<file path="src/lzd_pkg.sv">
// lzd_pkg: shared types and constants of the lzss image decoder
// used by lzd_ctrl, lzd_datapath and the top level; no dependencies
package lzd_pkg;

    localparam int WINDOW_DEPTH   = 4096;
    localparam int WIN_AW         = $clog2(WINDOW_DEPTH);
    localparam int MAX_WIDTH_DEF  = 1024;
    localparam int MAX_HEIGHT_DEF = 1024;

    localparam int PIX_W      = 8;
    localparam int OUT_ADDR_W = 20;
    localparam int CFG_W      = 11;
    localparam int CFG_IDX_W  = 1;
    localparam int LEN_W      = 5;
    localparam int FCNT_W     = 4;

    localparam logic [WIN_AW-1:0] WP_START   = 12'hfee;
    localparam logic [PIX_W-1:0]  INV_MASK   = 8'hff;
    localparam logic [FCNT_W-1:0] FLAGS_FULL = 4'd8;
    localparam logic [LEN_W-1:0]  MIN_MATCH  = 5'd3;

    localparam logic CMD_BEGIN = 1'b0;
    localparam logic CMD_DATA  = 1'b1;

    localparam logic [CFG_IDX_W-1:0] REG_IMAGE_WIDTH  = 1'b0;
    localparam logic [CFG_IDX_W-1:0] REG_IMAGE_HEIGHT = 1'b1;

    typedef enum logic [2:0] {
        ST_CLEAR,
        ST_IDLE,
        ST_LIT,
        ST_MREAD,
        ST_MEMIT
    } state_t;

    typedef struct packed {
        logic clear_step;
        logic begin_img;
        logic set_finished;
        logic load_flags;
        logic load_first;
        logic start_match;
        logic start_lit;
        logic emit;
        logic emit_lit;
        logic emit_last;
        logic step_flags;
    } ctrl_cmd_t;

    typedef struct packed {
        logic cmd_begin;
        logic clear_last;
        logic is_finished;
        logic row_past;
        logic flags_empty;
        logic have_first;
        logic flag_msb;
        logic out_free;
        logic len_one;
        logic done_now;
    } dp_status_t;

endpackage

</file>
<file path="src/lzd_ctrl.sv">
// lzd_ctrl: controller state machine of the lzss image decoder
// depends on lzd_pkg; drives commands into lzd_datapath
module lzd_ctrl (
    input  logic                aclk,
    input  logic                aresetn,
    input  logic                s_tvalid,
    output logic                s_tready,
    input  lzd_pkg::dp_status_t status,
    output lzd_pkg::ctrl_cmd_t  cmd
);
    import lzd_pkg::*;

    state_t state_reg, state_next;

    always_ff @(posedge aclk) begin
        if (!aresetn) begin
            state_reg <= ST_CLEAR;
        end else begin
            state_reg <= state_next;
        end
    end

    always_comb begin
        state_next = state_reg;
        cmd        = '0;
        s_tready   = 1'b0;
        unique case (state_reg)
            ST_CLEAR: begin
                cmd.clear_step = 1'b1;
                if (status.clear_last) begin
                    state_next = ST_IDLE;
                end
            end
            ST_IDLE: begin
                s_tready = 1'b1;
                if (s_tvalid) begin
                    priority if (status.cmd_begin) begin
                        cmd.begin_img = 1'b1;
                        state_next    = ST_CLEAR;
                    end else if (status.is_finished) begin
                        state_next = ST_IDLE;
                    end else if (status.row_past) begin
                        cmd.set_finished = 1'b1;
                    end else if (status.flags_empty) begin
                        cmd.load_flags = 1'b1;
                    end else if (status.have_first) begin
                        cmd.start_match = 1'b1;
                        state_next      = ST_MREAD;
                    end else if (status.flag_msb) begin
                        cmd.start_lit = 1'b1;
                        state_next    = ST_LIT;
                    end else begin
                        cmd.load_first = 1'b1;
                    end
                end
            end
            ST_LIT: begin
                if (status.out_free) begin
                    cmd.emit       = 1'b1;
                    cmd.emit_lit   = 1'b1;
                    cmd.emit_last  = 1'b1;
                    cmd.step_flags = 1'b1;
                    state_next     = ST_IDLE;
                end
            end
            ST_MREAD: begin
                state_next = ST_MEMIT;
            end
            ST_MEMIT: begin
                if (status.out_free) begin
                    cmd.emit = 1'b1;
                    if (status.len_one || status.done_now) begin
                        cmd.emit_last  = 1'b1;
                        cmd.step_flags = 1'b1;
                        state_next     = ST_IDLE;
                    end else begin
                        state_next = ST_MREAD;
                    end
                end
            end
            default: begin
                state_next = ST_CLEAR;
            end
        endcase
    end

endmodule

</file>
<file path="config.mk">
export PLATFORM = sky130hd
export DESIGN_NAME = lzd_ctrl
export DESIGN_NICKNAME = d
export VERILOG_FILES = /design/src/lzd_pkg.sv /design/src/lzd_ctrl.sv
export SDC_FILE = /design/constraint.sdc
export NUM_CORES = 1
export LEC_CHECK = 0
export ABC_AREA = 1
export BUFFER_PORTS_ARGS = -buffer_cell sky130_fd_sc_hd__buf_2
export CAP_MARGIN = 20
export CORE_AREA = 8 8 45 47
export CTS_CLUSTER_SIZE = 8
export DETAILED_ROUTE_END_ITERATION = 16
export DIE_AREA = 0 0 53 55
export GPL_TIMING_DRIVEN = 0
export PLACE_DENSITY = 0.67
export SKIP_CTS_REPAIR_TIMING = 1
export SLEW_MARGIN = 20
export SYNTH_ARGS = -nofsm -noshare
export SYNTH_HDL_FRONTEND = slang
export SYNTH_SLANG_ARGS = --single-unit
export TNS_END_PERCENT = 50
</file>
<file path="constraint.sdc">
create_clock -name aclk -period 1.3 [get_ports aclk]
set_input_delay 0.13 -clock aclk [delete_from_list [all_inputs] [get_ports aclk]]
set_output_delay 0.13 -clock aclk [all_outputs]
set_load 0.01 [all_outputs]
</file>
---- Yosys cells after proc, flatten, opt, wreduce, memory -nomap -nowiden ----
Cells that the tools add are included.
storage, ports and cells
  flip-flop bits (word level) ............. 3
  word-level logic and storage cells ...... 50
  input bits .............................. 13
operators by class
  multiplexer cells ....................... 35
  equality and inequality tests ........... 11
  reduce and logical (&&, ||, !) cells .... 3
operators by type and width
  kind                                                                   number
  3-bit 2-to-1 mux                                                       11
  3-bit case mux with 5 select lines                                     1
  1-bit 2-to-1 mux                                                       12
  6-bit 2-to-1 mux                                                       2
  5-bit 2-to-1 mux                                                       2
  4-bit 2-to-1 mux                                                       2
  2-bit inequality test, second input constant                           4
  4-bit inequality test, second input constant                           2
  7-bit AND reduction                                                    1
  3-bit by 2-bit equality test with 1-bit output, second input constant  2
  2-bit 2-to-1 mux                                                       3
  5-bit inequality test, second input constant                           1
  2-bit case mux with 2 select lines                                     1
  3-bit by 1-bit equality test with 1-bit output, second input constant  1
  3-bit equality test, second input constant                             1
  3-bit logical NOT                                                      1
  1-bit case mux with 2 select lines                                     1
  1-bit logical OR                                                       1

---- Depth between registers and ports, before layout ----
  depth after elaboration ................. 8
  mapped depth ............................ 9
  gate-level depth less buffers ........... 9

---- Worst setup path before layout ----
Ideal clock, no wire load.
  kind .................................... register to output
  start ................................... register state_reg[1]
  end ..................................... output cmd[4] in the netlist's numbering
  stages on the path, launching flop included .. 7
  arrival time ............................ 1.117 ns
  buffers on the path ..................... 1
  path slack .............................. 0.053 ns
  cell sequence ........................... dfxtp_1 buf_6 inv_2 nand3_1 nor2_1 nand4_1 nor3_1
RTL lines
  item                      line            source
  start: declaration        lzd_ctrl.sv:13  state_t state_reg, state_next;
  start signal: assignment  lzd_ctrl.sv:19  state_reg <= state_next;
  end: declaration          lzd_ctrl.sv:9   output lzd_pkg::ctrl_cmd_t cmd

==> reports/qor.yml <==
run_status:
  status: "complete, but fails checks"
  violations: "negative setup slack"
power_and_ir_drop:
  p_leak_nw: 0.3744
  ir_worst_vdd_v: 0.0007274
  finalPower_mw: 1.185
  cellPowerDensity_mw_per_mm2: 1832
die:
  design.core.area_mm2: 0.001384
  row_count: 14
  die_h_um: 55
  dieArea_mm2: 0.002915
  start_util_pct: 27.58
  die_w_um: 53
  io_pins: 25
clock_tree:
  cts.reportedPaths.clkPinSlew_ps: 40
  cts_buffers: 3
  cts_max_path_buffers: 2
  clk_latency_ps: 230
  h-tree-depth: 1
  cts_tree: "done"
  cts_root_buf: "clkbuf_4"
  cts_sinks: 3
detailed_routing:
  route.met2.wl_um: 571
  vias: 566
  drt_iter0_markers: 7
  vias_per_cell: 4.492
  top_layer_used: "met3"
  drtPass1Iterations: 4
  ant_nets: 0
  wirelength_mm: 1.265
  wl_per_cell_um: 10.04
  route.met3.wl_um: 115
  drcViolationCount: 0
  wl_met1_um: 578
logic_synthesis:
  synth_top_area_share_pct: 18.69
  syn_nets: 88
  synth_area_leaders: "nor2_1 (19%), dfxtp_1 (16%), nand3_1 (13%)"
  synth-compound-area-share_pct: 8.852
  ys_ff_latch: 3
  synth_fa_ha_area_share_pct: 0
  synthMuxAreaShare_pct: 0
  syn_area_per_cell_um2: 5.088
  synth_top_family_by_area: "simple AND/OR/NAND/NOR gates"
  yosys.area.top_type: "nor2_1"
  ys_seq_area_share_pct: 15.74
  syn_area_um2: 381.6
  ys_warn_count: 0
  synthXorXnorAreaFrac_pct: 0
  netlist_instances: 75
  yosys.cell_types.count: 18
  yosys.area_share.simple_pct: 55.74
layout:
  area_growth_pct: 69.51
  drive_gt1_share_pct: 44.55
  fin_area_um2: 646.9
  nNetsFinal: 124
  layout_common_cells: "buf_2 (24), nor2_1 (16), nand2_1 (13)"
  diodes: 0
  final_common_cell: "buf_2"
  largest_reg_flops: 3
  fillers: 142
sta:
  fin_worst_skew_ps: 6.745
  clock.fmax_mhz: 649.6
  rsz0062_at_grt: "true"
  drv_slew: 0
  finalCritPeriodShare_pct: 118.4
  layout_min_cycle_time_ps: 1540
  worstMarginPinSlew_ps: 357.6
  hold_violations: 0
  finalSetupViolCount: 8
  tns_ps: -776.9
  slew_headroom_pct: 76.07
  setup_ws_ps: -239.5
worst_setup_path:
  cpPeakStageDelay_ps: 300
  worstRegToRegCells: 10
  worstSetupStartpointType: "register"
  cpLargestDelayFamily: "simple AND/OR/NAND/NOR gates"
  cp-end-kind: "output pin"
  ff2ff_setup_slack_ps: 30
  worstPathCellList: "buf_6 -> inv_6 -> nand3_4 -> nor2_4 -> nand4_1 -> nor3_1 -> buf_2"
  worstPathArrival_ps: 1410
  worst_ep_required_time_ps: 1170
  path_buf_inv: 3
  worstSetupPathType: "register to output pin"
  r2r-start: "state_reg[1]"
  r2r_end: "state_reg[0]"
  crit_slowest_cell: "dfxtp_1"
  cp_max_fo: 5
grt:
  grt_max_degree: 9
  grt_usage_pct: 7.634
  antenna_found_initial: 0
  grt_pass1_vias: 478
  grt_overflow: 0
  grt_pass1_wl_mm: 1.842
place:
  gp_congestion: 0.8137
  placedInstanceArea_um2: 521.8
  dp_hpwl_um: 964.1
  port_buffers: 24
min_path:
  hold_depth: 3
  worstHoldPathType: "primary input to register"
  min-delay-start: "aresetn"
  min_to: "state_reg[0]"
job:
  cap_violations: 0
==> cells by family (layout without fill, tap and decap cells) <==
group	after synthesis	count (layout)
buffers and inverters	17	52
AND/OR/NAND/NOR	49	49
AO/OA/AOI/OAI	6	6
flip-flops	3	3
==> cell type report <==
class                      count  area (µm²)  area share, %
sequential                     3       65.06          10.06
multi-input combinational     55       282.8          43.71
clock buffer                   4       26.28          4.062
tap                           16       20.02          3.095
timing repair buffer          31       172.7          26.69
buffer                         2       18.77          2.901
inverter                      15       61.31          9.478
==> worst max-delay path by stage <==
stage,to,startpoint,cells past startpoint
after floorplan,cmd[4],state_reg[1],6
after global placement,cmd[4],state_reg[1],7
after detailed placement,cmd[4],state_reg[1],7
after CTS,cmd[4],state_reg[1],7
after global routing,cmd[4],state_reg[1],7
final,cmd[4],state_reg[1],7
==> through the flow <==
stage	setup WS, ps	hold WS, ps	instances	utilization [%]
floorplan	52.59	250.7	75	-
global placement	-31.39	383.4	115	37.70
detailed placement	-29.06	386.9	115	37.70
CTS	-287.6	141.2	119	39.60
global route	-320.8	155.5	126	46.75
finish	-239.5	142.3	126	46.75
==> routing by layer <==
metal | global-route usage (%) | vias to the layer above
met5 | 0 | -
met4 | 0 | 0
met3 | 2.139 | 0
met2 | 13.09 | 25
met1 | 9.819 | 236
li1 | - | 305
==> cell usage after synthesis (all sizes together) <==
master,n
o22ai,1
nor2,20
nand3,10
nor3,2
inv,15
a21oi,1
nand2,13
or2,1
buf,2
dfxtp,3
nand4,2
a21boi,1
nand3b,1
o21ai,3
==> report_power, final <==
part	internal (mW)	total [mW]	switching, mW
clock network	0.115	0.164	0.0488
logic	0.400	0.830	0.430
registers	0.137	0.192	0.0542
==> tightest hold or removal path: stages <==
cell and delay (ps):
buf_2 110, nand2_1 60, nor2_1 30
(Power assumes the default switching activity.)
